### config.mk
export PLATFORM = sky130hd
export DESIGN_NAME = twio_ctrl
export DESIGN_NICKNAME = d
export VERILOG_FILES = /design/src/rtl/core/twio_pkg.sv /design/src/rtl/core/twio_ctrl.sv
export SDC_FILE = /design/constraint.sdc
export NUM_CORES = 1
export LEC_CHECK = 0
export ABC_AREA = 1
export CAP_MARGIN = 20
export CORE_AREA = 2 2 39 41
export CTS_BUF_LIST = sky130_fd_sc_hd__clkbuf_4 sky130_fd_sc_hd__clkbuf_8
export DETAILED_ROUTE_END_ITERATION = 7
export DIE_AREA = 0 0 41 43
export DONT_BUFFER_PORTS = 1
export SLEW_MARGIN = 20
export SYNTH_ARGS = -nofsm -noshare
export SYNTH_HDL_FRONTEND = slang
export SYNTH_SLANG_ARGS = --single-unit
### constraint.sdc
create_clock -name clk_i -period 1.7 [get_ports clk_i]
set_input_delay 0.255 -clock clk_i [delete_from_list [all_inputs] [get_ports clk_i]]
set_output_delay 0.255 -clock clk_i [all_outputs]
set_load 0.01 [all_outputs]
### src/rtl/core/twio_pkg.sv
// twio_pkg: shared types, constants and the sine table generator for the
// tracking wheel odometry unit. No dependencies; used by twio_ctrl, twio_dp
// and the top level.
package twio_pkg;

  // configuration register indexes
  localparam int unsigned CfgIdxW = 2;
  localparam logic [CfgIdxW-1:0] RegXScale = CfgIdxW'(0);
  localparam logic [CfgIdxW-1:0] RegYScale = CfgIdxW'(1);

  localparam logic [31:0] QuarterTurn = 32'h4000_0000;

  localparam logic [63:0] Q31One    = 64'd2147483648;
  localparam logic [63:0] HalfPiQ31 = 64'd3373259426;

  // operand selection of the shared 32x32 multiplier
  typedef enum logic [2:0] {
    MUL_NONE,
    MUL_DX,
    MUL_DY,
    MUL_LO,
    MUL_HI
  } mul_op_e;

  // per-cycle commands from the sequencer to the datapath
  typedef struct packed {
    logic    load;      // capture an accepted item
    mul_op_e mul_op;
    logic    d_y;       // displacement operand: 0 x wheel, 1 y wheel
    logic    s_sin;     // trig operand: 0 cosine, 1 sine
    logic    t_neg;     // term is subtracted
    logic    rom_rd;
    logic    rom_cos;   // table read for cosine angle
    logic    cos_ld;
    logic    sin_ld;
    logic    dx_ld;
    logic    dy_ld;
    logic    lo_ld;
    logic    tm_ld;
    logic    add_en;
    logic    add_y;
    logic    add_init;  // start from the stored accumulator
    logic    commit;
  } dp_cmd_t;

  // quarter-wave sine entry, unsigned Q1.31, truncated taylor series in horner form
  function automatic logic [31:0] sine_entry(input logic [63:0] k,
                                             input int unsigned abits);
    logic [63:0] u;
    logic [63:0] u2;
    logic [63:0] r;
    u  = (k * HalfPiQ31) >> abits;
    u2 = (u * u) >> 31;
    r  = Q31One;
    r  = Q31One - (((u2 * r) >> 31) / 64'd272);
    r  = Q31One - (((u2 * r) >> 31) / 64'd210);
    r  = Q31One - (((u2 * r) >> 31) / 64'd156);
    r  = Q31One - (((u2 * r) >> 31) / 64'd110);
    r  = Q31One - (((u2 * r) >> 31) / 64'd72);
    r  = Q31One - (((u2 * r) >> 31) / 64'd42);
    r  = Q31One - (((u2 * r) >> 31) / 64'd20);
    r  = Q31One - (((u2 * r) >> 31) / 64'd6);
    return 32'((u * r) >> 31);
  endfunction

endpackage

### src/rtl/core/twio_ctrl.sv
// twio_ctrl: sequencer for the odometry datapath; walks the multiplier
// and sine rom schedule and owns the input stall and output valid.
// Depends on twio_pkg for the command struct.
module twio_ctrl (
  input  logic              clk_i,
  input  logic              rst_ni,
  input  logic              in_valid_i,
  input  logic              in_cmd_i,
  output logic              in_stall_o,
  output logic              out_valid_o,
  input  logic              out_stall_i,
  output twio_pkg::dp_cmd_t ctl_o
);

  typedef enum logic [3:0] {
    ST_IDLE,
    ST_MUL_DX,
    ST_MUL_DY,
    ST_LO_A,
    ST_HI_A,
    ST_LO_B,
    ST_HI_B,
    ST_LO_C,
    ST_HI_C,
    ST_LO_D,
    ST_HI_D,
    ST_TERM_D,
    ST_ADD_D,
    ST_COMMIT
  } state_e;

  state_e state_q;
  logic   out_valid_q;
  logic   out_valid_d;
  logic   slot_free;

  assign slot_free   = !out_valid_q || !out_stall_i;
  assign in_stall_o  = (state_q != ST_IDLE);
  assign out_valid_o = out_valid_q;

  // a taken beat clears valid, a commit raises it again
  always_comb begin
    out_valid_d = out_valid_q && out_stall_i;
    if (state_q == ST_COMMIT && slot_free) begin
      out_valid_d = 1'b1;
    end
  end

  always_ff @(posedge clk_i or negedge rst_ni) begin
    if (!rst_ni) begin
      state_q     <= ST_IDLE;
      out_valid_q <= 1'b0;
    end else begin
      out_valid_q <= out_valid_d;
      case (state_q)
        ST_IDLE: begin
          if (in_valid_i) begin
            state_q <= in_cmd_i ? ST_COMMIT : ST_MUL_DX;
          end
        end
        ST_MUL_DX: state_q <= ST_MUL_DY;
        ST_MUL_DY: state_q <= ST_LO_A;
        ST_LO_A:   state_q <= ST_HI_A;
        ST_HI_A:   state_q <= ST_LO_B;
        ST_LO_B:   state_q <= ST_HI_B;
        ST_HI_B:   state_q <= ST_LO_C;
        ST_LO_C:   state_q <= ST_HI_C;
        ST_HI_C:   state_q <= ST_LO_D;
        ST_LO_D:   state_q <= ST_HI_D;
        ST_HI_D:   state_q <= ST_TERM_D;
        ST_TERM_D: state_q <= ST_ADD_D;
        ST_ADD_D:  state_q <= ST_COMMIT;
        ST_COMMIT: begin
          if (slot_free) begin
            state_q <= ST_IDLE;
          end
        end
        default: state_q <= ST_IDLE;
      endcase
    end
  end

  // schedule: term a = dx*cos, b = -dy*sin (x); c = dx*sin, d = dy*cos (y)
  always_comb begin
    ctl_o        = '0;
    ctl_o.mul_op = twio_pkg::MUL_NONE;
    case (state_q)
      ST_IDLE: ctl_o.load = in_valid_i;
      ST_MUL_DX: begin
        ctl_o.mul_op  = twio_pkg::MUL_DX;
        ctl_o.rom_rd  = 1'b1;
        ctl_o.rom_cos = 1'b1;
      end
      ST_MUL_DY: begin
        ctl_o.mul_op = twio_pkg::MUL_DY;
        ctl_o.dx_ld  = 1'b1;
        ctl_o.rom_rd = 1'b1;
        ctl_o.cos_ld = 1'b1;
      end
      ST_LO_A: begin
        ctl_o.mul_op = twio_pkg::MUL_LO;
        ctl_o.dy_ld  = 1'b1;
        ctl_o.sin_ld = 1'b1;
      end
      ST_HI_A: begin
        ctl_o.mul_op = twio_pkg::MUL_HI;
        ctl_o.lo_ld  = 1'b1;
      end
      ST_LO_B: begin
        ctl_o.mul_op = twio_pkg::MUL_LO;
        ctl_o.d_y    = 1'b1;
        ctl_o.s_sin  = 1'b1;
        ctl_o.tm_ld  = 1'b1;
      end
      ST_HI_B: begin
        ctl_o.mul_op   = twio_pkg::MUL_HI;
        ctl_o.d_y      = 1'b1;
        ctl_o.s_sin    = 1'b1;
        ctl_o.t_neg    = 1'b1;
        ctl_o.lo_ld    = 1'b1;
        ctl_o.add_en   = 1'b1;
        ctl_o.add_init = 1'b1;
      end
      ST_LO_C: begin
        ctl_o.mul_op = twio_pkg::MUL_LO;
        ctl_o.s_sin  = 1'b1;
        ctl_o.tm_ld  = 1'b1;
      end
      ST_HI_C: begin
        ctl_o.mul_op = twio_pkg::MUL_HI;
        ctl_o.s_sin  = 1'b1;
        ctl_o.lo_ld  = 1'b1;
        ctl_o.add_en = 1'b1;
      end
      ST_LO_D: begin
        ctl_o.mul_op = twio_pkg::MUL_LO;
        ctl_o.d_y    = 1'b1;
        ctl_o.tm_ld  = 1'b1;
      end
      ST_HI_D: begin
        ctl_o.mul_op   = twio_pkg::MUL_HI;
        ctl_o.d_y      = 1'b1;
        ctl_o.lo_ld    = 1'b1;
        ctl_o.add_en   = 1'b1;
        ctl_o.add_y    = 1'b1;
        ctl_o.add_init = 1'b1;
      end
      ST_TERM_D: ctl_o.tm_ld = 1'b1;
      ST_ADD_D: begin
        ctl_o.add_en = 1'b1;
        ctl_o.add_y  = 1'b1;
      end
      ST_COMMIT: ctl_o.commit = slot_free;
      default: ctl_o.load = 1'b0;
    endcase
  end

  a_commit_slot_free: assert property (@(posedge clk_i) disable iff (!rst_ni)
    ctl_o.commit |-> (!out_valid_q || !out_stall_i))
    else $error("result committed over an untaken beat");

  a_busy_after_load: assert property (@(posedge clk_i) disable iff (!rst_ni)
    ctl_o.load |=> in_stall_o)
    else $error("input not stalled after a beat was taken");

  a_valid_from_commit: assert property (@(posedge clk_i) disable iff (!rst_ni)
    $rose(out_valid_q) |-> $past(ctl_o.commit))
    else $error("output valid without a commit");

  a_update_starts: assert property (@(posedge clk_i) disable iff (!rst_ni)
    (ctl_o.load && !in_cmd_i) |=> (state_q == ST_MUL_DX))
    else $error("update beat did not start the multiply schedule");

endmodule

==> Yosys cells after proc, flatten, opt, wreduce, memory -nomap -nowiden <==
Index checks and enable logic that the tools add are counted.
{ "op_classes": {"bitwise_logic": 0, "shifts": 0, "n_addsub": 0, "mul": 0, "n_div": 0, "eq_ne": 15, "order_cmp": 0, "mux": 20, "n_reduce_logical": 17} }
{ "ops": {"columns": ["op", "n"], "rows": [
  ["4-bit case mux with 14 select lines", 1],
  ["4-bit equality test (second input constant)", 6],
  ["4-bit OR reduction", 6],
  ["4-bit by 3-bit equality test with 1-bit output (second input constant)", 4],
  ["1-bit two-way mux", 15],
  ["4-bit two-way mux", 3],
  ["3-bit case mux with 4 select lines", 1],
  ["4-bit by 2-bit equality test with 1-bit output (second input constant)", 2],
  ["2-bit OR reduction", 3],
  ["4-bit by 1-bit equality test with 1-bit output (second input constant)", 1],
  ["4-bit logical NOT", 1],
  ["2-bit inequality test (second input constant)", 2],
  ["4-bit nonzero test", 1],
  ["1-bit logical AND", 2],
  ["1-bit logical NOT", 2],
  ["2-bit AND reduction", 1],
  ["1-bit logical OR", 1]
]} }
{ "totals": {"ramBits": 0, "output_inout_bits": 21, "mem_count": 0, "in_bits": 5, "word_cells": 54, "romBits": 0, "latchBits": 0, "reg_bits": 5} }

==> Logic depth before layout (Yosys ltp) <==
Gate-level depths: netlist of the first run.
{ "logic_depth": {"ltp_word": 4, "ltp_mapped": 8} }

==> Least setup slack after synthesis of the first run <==
No wires, ideal clock.
{ "synth_path": {"path_type": "reg2out", "startpoint": "reg state_q[3]", "endpoint": "out ctl_o[3] in the netlist's numbering", "path_stages_with_launch": 6, "required_ps": 1445, "arrival_time_ps": 1110, "slack_ps": 335, "path_cell_list": "dfrtp_1 inv_1 nand2_1 nor2_1 nor2_1 o21ai_0"} }
{ "synth_lines": {"columns": ["item", "line", "source"], "rows": [
  ["from (decl)", "twio_ctrl.sv:32", "state_e state_q;"],
  ["from (signal assigned)", "twio_ctrl.sv:58", "state_q <= in_cmd_i ? ST_COMMIT : ST_MUL_DX;"],
  ["to (decl)", "twio_ctrl.sv:12", "output twio_pkg::dp_cmd_t ctl_o"]
]} }

==> results of run 1 <==
[synth_stat cells, drive strengths merged]
master and number:
o2111ai 1, nor2 16, buf 2, o221ai 1
nand3 3, dfrtp 5, nand2 25, a21oi 4
o21ai 4, or2 1, o31ai 1, inv 20
[sequential cells by signal, indices dropped and copies added, names as in the netlist]
signal / count
state_q: 4
out_valid_o: 1
[worst paths after layout]
kind,start,endpoint,slack (ns),cells after the start
worst max-delay path,state_q[0]$_DFFE_PN0P_,ctl_o[3],0.08,3
worst min-delay path,out_stall_i,out_valid_o$_DFF_PN0_,0.16,2
worst max register to register,state_q[0]$_DFFE_PN0P_,state_q[1]$_DFFE_PN0P_,0.34,5
worst min register to register,out_valid_o$_DFF_PN0_,out_valid_o$_DFF_PN0_,0.56,2
max in group asynchronous,rst_ni,state_q[1]$_DFFE_PN0P_,1.21,1
min in group asynchronous,rst_ni,state_q[2]$_DFFE_PN0P_,0.30,1
[metrics by stage]
step | hold WS, ns | setup WS, ns | instance area, um^2
3_3_place_gp | -0.0405 | 0.323 | 514
4_1_cts | 0.152 | 0.0568 | 554
6_report | 0.162 | 0.0849 | 567
5_1_grt | 0.196 | -0.00647 | 567
2_1_floorplan | -0.0406 | 0.335 | 494
3_5_place_dp | -0.0405 | 0.327 | 514
[worst max-delay path, cell delays in order (launching register included)]
cell     delay (ns)
dfrtp_1        0.48
nor2_2         0.24
inv_1          0.09
o21ai_0        0.31
[logic make-up after synthesis]
family,after synthesis,synth area share
AND/OR/NAND/NOR,45,0.425
AO/OA/AOI/OAI,11,0.139
buffers and inverters,22,0.182
flip-flops,5,0.253
[cell type report]
class                      instances  area share
multi-input combinational         56       0.514
inverter                          20       0.132
timing repair buffer               3      0.0442
tap                               16      0.0353
sequential                         5       0.221
clock buffer                       4      0.0530
[per-layer routing]
| layer | global-route usage | vias to the layer above | wire length [um] |
|---|---|---|---|
| met4 | 0.0600 | 0 | 0 |
| met2 | 0.203 | 15 | 501 |
| met5 | 0 | - | 0 |
| met3 | 0.0262 | 0 | 94 |
| met1 | 0.187 | 206 | 460 |
| li1 | - | 264 | - |
[repair_timing]
| item | CTS | global route |
|---|---|---|
| resized for setup | 0 | 6 |
| hold endpoints to repair | 5 | 0 |
| hold buffers | 1 | 0 |
| setup endpoints to repair | 0 | 6 |
[report_power, final]
group / internal [mW] / switching (mW)
logic: 0.233 / 0.569
clock network: 0.105 / 0.0476
registers: 0.174 / 0.0872
==> qor.yml, run 1 <==
drt:
  dr.pass1.iters: 3
  drt-initial-drc-count: 8
  drt-total-wl_um: 1060
  vias: 485
  via_per_inst: 4.66
  ant_nets: 0
  routedWlPerCell_um: 10.2
  drc: 0
logic_synthesis:
  ys_ff_latch: 5
  synthesis.area_um2: 494
  synth_top_area_cell: "dfrtp_1"
  yosysWarnings: 0
  syn_inst: 83
  avgSynthCellArea_um2: 5.95
  yosysSeqAreaShare: 0.253
  synth_area_leaders: "dfrtp_1 25%, nand2_1 15%, inv_1 14%"
  synth.distinct_cells: 18
  syn_nets: 88
  synthDominantCellAreaShare: 0.253
finish:
  final_common_cell: "nand2_1"
  instances_no_fill: 104
  final_cell_mix: "18 x nand2_1, 17 x inv_1, 10 x nor2_1"
  nets: 94
  area_growth_pct: 14.7
  multiInputGateArea_um2: 292
  finish.utilization: 0.410
  regArea_um2: 125
  nFillCells: 155
  drive_gt1_frac: 0.284
  antenna_cells: 0
floorplanning:
  die_area_um2: 1760
  io_pins: 26
  rows: 14
  core_um2: 1380
  die_width_um: 41
  die_h_um: 43
  start_util: 0.357
clock_tree:
  path_clk_slew_ns: 0.04
  clk_path_buf_depth: 2
  clock_latency_ns: 0.24
  htreeDepth: 1
  cts_setup_buffers: 0
  ctsRootBufferMaster: "clkbuf_4"
  cts.sinks: 5
  cts_buffers: 3
  cts_tree: "done"
placement:
  place.gp.congestion: 0.788
  portBuffers: 0
  dp_cells: 99
  hpwl_um: 893
pwr:
  p_per_area_nw_per_um2: 2140
  power.leakage_nw: 0.352
  peakVddDrop_uv: 766
  total_power_mw: 1.22
min_path:
  min_path_type: "in -> reg"
global_routing:
  track_usage: 0.137
  grt_overflow: 0
  grt_pass1_vias: 418
  grt_max_degree: 8
  grt_first_pass_wirelength_um: 1680
  antenna_found_initial: 0
timing:
  min_period_over_period: 0.950
  maxSlewHeadroom: 0.766
  fin_crit_ns: 1.62
  grt_setup_unrepaired: "yes"
  finalHoldViolCount: 0
  drv_slew: 0
  tns_ns: 0
  worst_pin_slew_ns: 0.348
  clock_skew_ns: 0.00194
  max_freq_mhz: 619
  setup_viol: 0
critical_path:
  critPathMaxFanout: 7
  cp.required_ns: 1.44
  crit_type: "reg -> out"
  worstPathArrival_ns: 1.36
  end_kind: "output port"
  critPathLaunchType: "flop"
run:
  drv_cap: 0
run_status:
  outcome: "complete, no violations"
Power figures use the tool's default switching activity.
==> run 2: changes to the inputs <==
- REMOVE_ABC_BUFFERS: unset -> 1
==> qor.yml, run 2 (same netlist as run 1, synthesis figures left out) <==
critical_path:
  rrSetupSlack_ns: 0.35  # about the same
  critPathMaxFanout: 5  # -2
  cp.required_ns: 1.44  # about the same
  critPathLaunchType: "flop"
  worstPathArrival_ns: 1.41  # +0.05 ns
  end_kind: "output port"
  crit_type: "reg -> out"
timing:
  grt_setup_unrepaired: "yes"
  min_period_over_period: 0.982  # +0.0323
  drv_slew: 0  # unchanged
  fin_crit_ns: 1.67  # +0.0549 ns
  maxSlewHeadroom: 0.754  # -0.0117
  setup_ws_ns: 0.0300  # -0.0549 ns
  finalHoldViolCount: 0  # unchanged
  clock_skew_ns: 0.000381  # -0.00156 ns
  setup_viol: 0  # unchanged
  max_freq_mhz: 599  # -3.3%
  worst_pin_slew_ns: 0.365  # +0.0174 ns
drt:
  m1WireLength_um: 469  # +2.0%
  wl_met2_um: 463  # -7.6%
  via_per_inst: 4.78  # +2.5%
  ant_nets: 0  # unchanged
  drt-initial-drc-count: 8  # unchanged
  drt-total-wl_um: 1060  # about the same
  routedWlPerCell_um: 10.1  # about the same
  dr.pass1.iters: 4  # +1
  vias: 497  # +2.5%
  wl_met3_um: 90  # -4.3%
  drc: 0  # unchanged
  top_layer_used: "met4"
placement:
  dpl_worst_slack_ns: 0.307  # -0.0201 ns
  portBuffers: 0  # unchanged
  place.gp.congestion: 0.764  # -3.1%
  hpwl_um: 904  # +1.2%
clock_tree:
  path_clk_slew_ns: 0.04  # about the same
  cts_setup_buffers: 0  # unchanged
  ctsRootBufferMaster: "clkbuf_4"
  clk_path_buf_depth: 2  # unchanged
  cts.sinks: 5  # unchanged
  cts_tree: "done"
  cts_buffers: 3  # unchanged
  htreeDepth: 1  # unchanged
  clock_latency_ns: 0.24  # about the same
finish:
  largest_reg_flops: 4  # unchanged
  final_common_cell: "nand2_1"
  area_growth_pct: 12.7
  antenna_cells: 0  # unchanged
  final_cell_mix: "20 x nand2_1, 18 x inv_1, 12 x nor2_1"
  nFillCells: 164  # +5.8%
  nets: 94  # unchanged
  largest-register: "state_q"
  drive_gt1_frac: 0.227  # -0.0568
  finish.utilization: 0.402  # -0.00723
pwr:
  p_sw_frac: 0.577  # -0.00160
  switchingPower_mw: 0.687  # -2.4%
  sequentialPowerShare: 0.215  # about the same
  combinationalPowerShare: 0.656  # -0.004
  p_per_area_nw_per_um2: 2140  # -0.35%
  clkPwrFrac: 0.129  # +0.004
  intPower_mw: 0.503  # -1.7%
  power.leakage_nw: 0.351  # -0.23%
  peakVddDrop_uv: 742  # -3.2%
run:
  drv_cap: 0  # unchanged
min_path:
  min_path_type: "in -> reg"
floorplanning:
  rows: 14  # unchanged
  die_area_um2: 1760  # unchanged
  die_h_um: 43  # unchanged
  io_pins: 26  # unchanged
  start_util: 0.357  # unchanged
  die_width_um: 41  # unchanged
  core_um2: 1380  # unchanged
global_routing:
  grt_overflow: 0  # unchanged
  grt_first_pass_wirelength_um: 1650  # -2.0%
  grt_pass1_vias: 429  # +2.6%
  track_usage: 0.142  # +0.00476
  antenna_found_initial: 0  # unchanged
  grt_max_degree: 8  # unchanged
run_status:
  outcome: "complete, no violations"
[run 2: cell count changes in the layout (fill, tap and decap cells not counted)]
cell / previous run / this run
nand2_1: 18 / 20
nand2_2: 7 / 5
nor2_1: 10 / 12
nor2_2: 5 / 3
inv_1: 17 / 18
inv_2: 3 / 2
[run 2: layout make-up]
type                       count  area, um^2  share of cell area
inverter                      20        75.1               0.135
tap                           16        20.0              0.0360
clock buffer                   4        30.0              0.0539
sequential                     5         125               0.225
timing repair buffer           3        25.0              0.0449
multi-input combinational     56         282               0.506
[run 2: power by group through the flow]
stage | combinational (mW) | clock [mW] | sequential [mW]
2_1_floorplan | 0.644 | 0 | 0.243
3_3_place_gp | 0.780 | 0 | 0.257
3_5_place_dp | 0.780 | 0 | 0.258
4_1_cts | 0.787 | 0.161 | 0.256
5_1_grt | 0.881 | 0.167 | 0.267
6_report | 0.780 | 0.154 | 0.256
[run 2: worst paths after layout]
kind                                         from                endpoint  depth (start not counted)
min reg2reg                 out_valid_o$_DFF_PN0_   out_valid_o$_DFF_PN0_                          2
min in group asynchronous                  rst_ni   out_valid_o$_DFF_PN0_                          1
max                        state_q[2]$_DFFE_PN0P_               ctl_o[15]                          5
min                                   out_stall_i   out_valid_o$_DFF_PN0_                          2
max in group asynchronous                  rst_ni  state_q[2]$_DFFE_PN0P_                          1
max reg2reg                state_q[2]$_DFFE_PN0P_  state_q[1]$_DFFE_PN0P_                          4
[run 2: worst max-delay path, cell delays in order, from the launching register on]
cell       delay (ns)
dfrtp_1          0.43
nor2_1           0.27
inv_1            0.14
nor2_1           0.14
inv_1            0.05
o2111ai_1        0.13
[run 2: repair_timing]
item                                   in CTS  in global routing
hold buffers                                1                  0
gates resized for setup                     0                  1
setup endpoints to repair                   0                  7
endpoints found under the hold margin       5                  0
[run 2: layer usage]
metal,track usage,up-vias
met2,0.219,21
met4,0.120,0
li1,-,260
met5,0,-
met3,0.0209,3
met1,0.160,213
[run 2: stage by stage]
stage	TNS [ns]	cell area, um^2	total power [mW]	hold WS [ns]	instances
6_report	0	557	1.19	0.145	104
5_1_grt	-0.183	557	1.31	0.150	104
4_1_cts	0	554	1.20	0.141	104
3_5_place_dp	0	514	1.04	-0.0405	99
3_3_place_gp	0	514	1.04	-0.0405	99
2_1_floorplan	0	479	0.887	-0.0406	81
==> run 3: changes to the inputs <==
- PLACE_DENSITY: unset -> 0.54
==> qor.yml, run 3 (same netlist as run 1, synthesis figures left out) <==
drt:
  drc: 0  # unchanged
  routedWlPerCell_um: 11.7  # +15%
  vias: 487  # -2.0%
  ant_nets: 0  # unchanged
  drt-initial-drc-count: 7  # -1
  via_per_inst: 4.68  # -2.0%
  drt-total-wl_um: 1210  # +15%
  dr.pass1.iters: 4  # unchanged
global_routing:
  grt_first_pass_wirelength_um: 1820  # +10%
  grt_max_degree: 8  # unchanged
  track_usage: 0.156  # +0.0134
  grt_pass1_vias: 433  # +0.93%
  grt_overflow: 0  # unchanged
  antenna_found_initial: 0  # unchanged
critical_path:
  rrSetupSlack_ns: 0.36  # about the same
  crit_chain: "inv_1, nand2_1, nor2_1, nor2_1, o21ai_1"
  critPathMaxFanout: 7  # +2
  slowest_delay_ns: 0.40  # -0.03 ns
  cp_slowest_cell: "dfrtp_1"
  cp.required_ns: 1.44  # about the same
  cp_common_cell: "nor2_1"
  critPathLaunchType: "flop"
  worstPathArrival_ns: 1.40  # about the same
  crit_type: "reg -> out"
  end_kind: "output port"
floorplanning:
  rows: 14  # unchanged
  die_area_um2: 1760  # unchanged
  io_pins: 26  # unchanged
  core_um2: 1380  # unchanged
  die_width_um: 41  # unchanged
  die_h_um: 43  # unchanged
  start_util: 0.357  # unchanged
clock_tree:
  path_clk_slew_ns: 0.05  # about the same
  cts_setup_buffers: 0  # unchanged
  ctsRootBufferMaster: "clkbuf_4"
  clock_latency_ns: 0.24  # about the same
  cts_tree: "done"
  htreeDepth: 1  # unchanged
  cts.sinks: 5  # unchanged
  cts_buffers: 3  # unchanged
  clk_path_buf_depth: 2  # unchanged
timing:
  grt_setup_unrepaired: "yes"
  drv_slew: 0  # unchanged
  worst_pin_slew_ns: 0.381  # +0.0160 ns
  setup_ws_ns: 0.0413  # +0.0113 ns
  fin_crit_ns: 1.66  # -0.0113 ns
  setup_viol: 0  # unchanged
  maxSlewHeadroom: 0.745  # -0.00903
  clock_skew_ns: 0.00793  # +0.00755 ns
  max_freq_mhz: 603  # +0.68%
  min_period_over_period: 0.976  # -0.00667
  holdWs_ns: 0.174  # +0.0292 ns
  finalHoldViolCount: 0  # unchanged
finish:
  area_growth_pct: 12.4
  nets: 94  # unchanged
  finish.utilization: 0.401  # -0.000904
  drive_gt1_frac: 0.227  # unchanged
  largest-register: "state_q"
  final_common_cell: "nand2_1"
  antenna_cells: 0  # unchanged
  final_cell_mix: "20 x nand2_1, 18 x inv_1, 13 x nor2_1"
  largest_reg_flops: 4  # unchanged
run:
  drv_cap: 0  # unchanged
min_path:
  min_path_type: "in -> reg"
placement:
  hpwl_um: 930  # +2.9%
  place.gp.congestion: 0.709  # -7.2%
  portBuffers: 0  # unchanged
  dpl_worst_slack_ns: 0.315  # +0.00788 ns
run_status:
  outcome: "complete, no violations"
pwr:
  peakVddDrop_uv: 820  # +11%
  power.leakage_nw: 0.350  # -0.30%
  p_per_area_nw_per_um2: 2170  # +1.6%
==> run 3: cell counts in the layout (fill, tap and decap cells not counted) <==
No cell type changed its count.
==> run 3: per-layer routing <==
layer | vias up | wire length [um] | global-route usage
li1 | 258 | - | -
met1 | 207 | 518 | 0.190
met2 | 20 | 597 | 0.250
met3 | 2 | 82 | 0.0366
met4 | 0 | 12 | 0.0600
met5 | - | 0 | 0
==> run 3: path summary, 6_finish.rpt <==
kind / start / to / cells after the start
worst max-delay path: state_q[3]$_DFFE_PN0P_ / ctl_o[3] / 5
worst min-delay path: out_stall_i / out_valid_o$_DFF_PN0_ / 2
worst max register to register: state_q[0]$_DFFE_PN0P_ / state_q[1]$_DFFE_PN0P_ / 5
worst min register to register: out_valid_o$_DFF_PN0_ / out_valid_o$_DFF_PN0_ / 2
max in group asynchronous: rst_ni / state_q[1]$_DFFE_PN0P_ / 1
min in group asynchronous: rst_ni / out_valid_o$_DFF_PN0_ / 1
==> run 3: power breakdown <==
part	internal, mW	leakage (nW)	switching (mW)
clock	0.105	0.0184	0.0515
sequential	0.177	0.0620	0.0830
combinational	0.224	0.270	0.566
total	0.505	0.350	0.700
==> run 3: area by class of cell <==
| type | count | area, um^2 |
|---|---|---|
| Fill cell | 168 | 828 |
| Tap cell | 16 | 20.0 |
| Clock buffer | 4 | 30.0 |
| Inverter | 20 | 75.1 |
| Sequential cell | 5 | 126 |
| Multi-Input combinational cell | 56 | 279 |
| Timing Repair Buffer | 3 | 25.0 |
==> run 3: repair_timing <==
action / in CTS / in global routing
hold buffers: 1 / 0
gates resized for setup: 0 / 2
endpoints found under the hold margin: 5 / 0
endpoints found under the setup margin: 0 / 5
==> run 3: worst max-delay path, delay by kind of cell, from the launching register on <==
family | cells | cell delay, ns
compound gates | 1 | 0.15
buf+inv | 1 | 0.17
flops | 1 | 0.40
simple gates | 3 | 0.45
==> run 3: per-stage QoR <==
stage               instance area [um^2]  TNS, ns  instances  power [mW]
CTS                                  554        0        104        1.21
detailed placement                   514        0         99        1.04
global route                         556   -0.139        104        1.34
global placement                     514        0         99        1.04
finish                               556        0        104        1.21
floorplan                            479        0         81       0.887
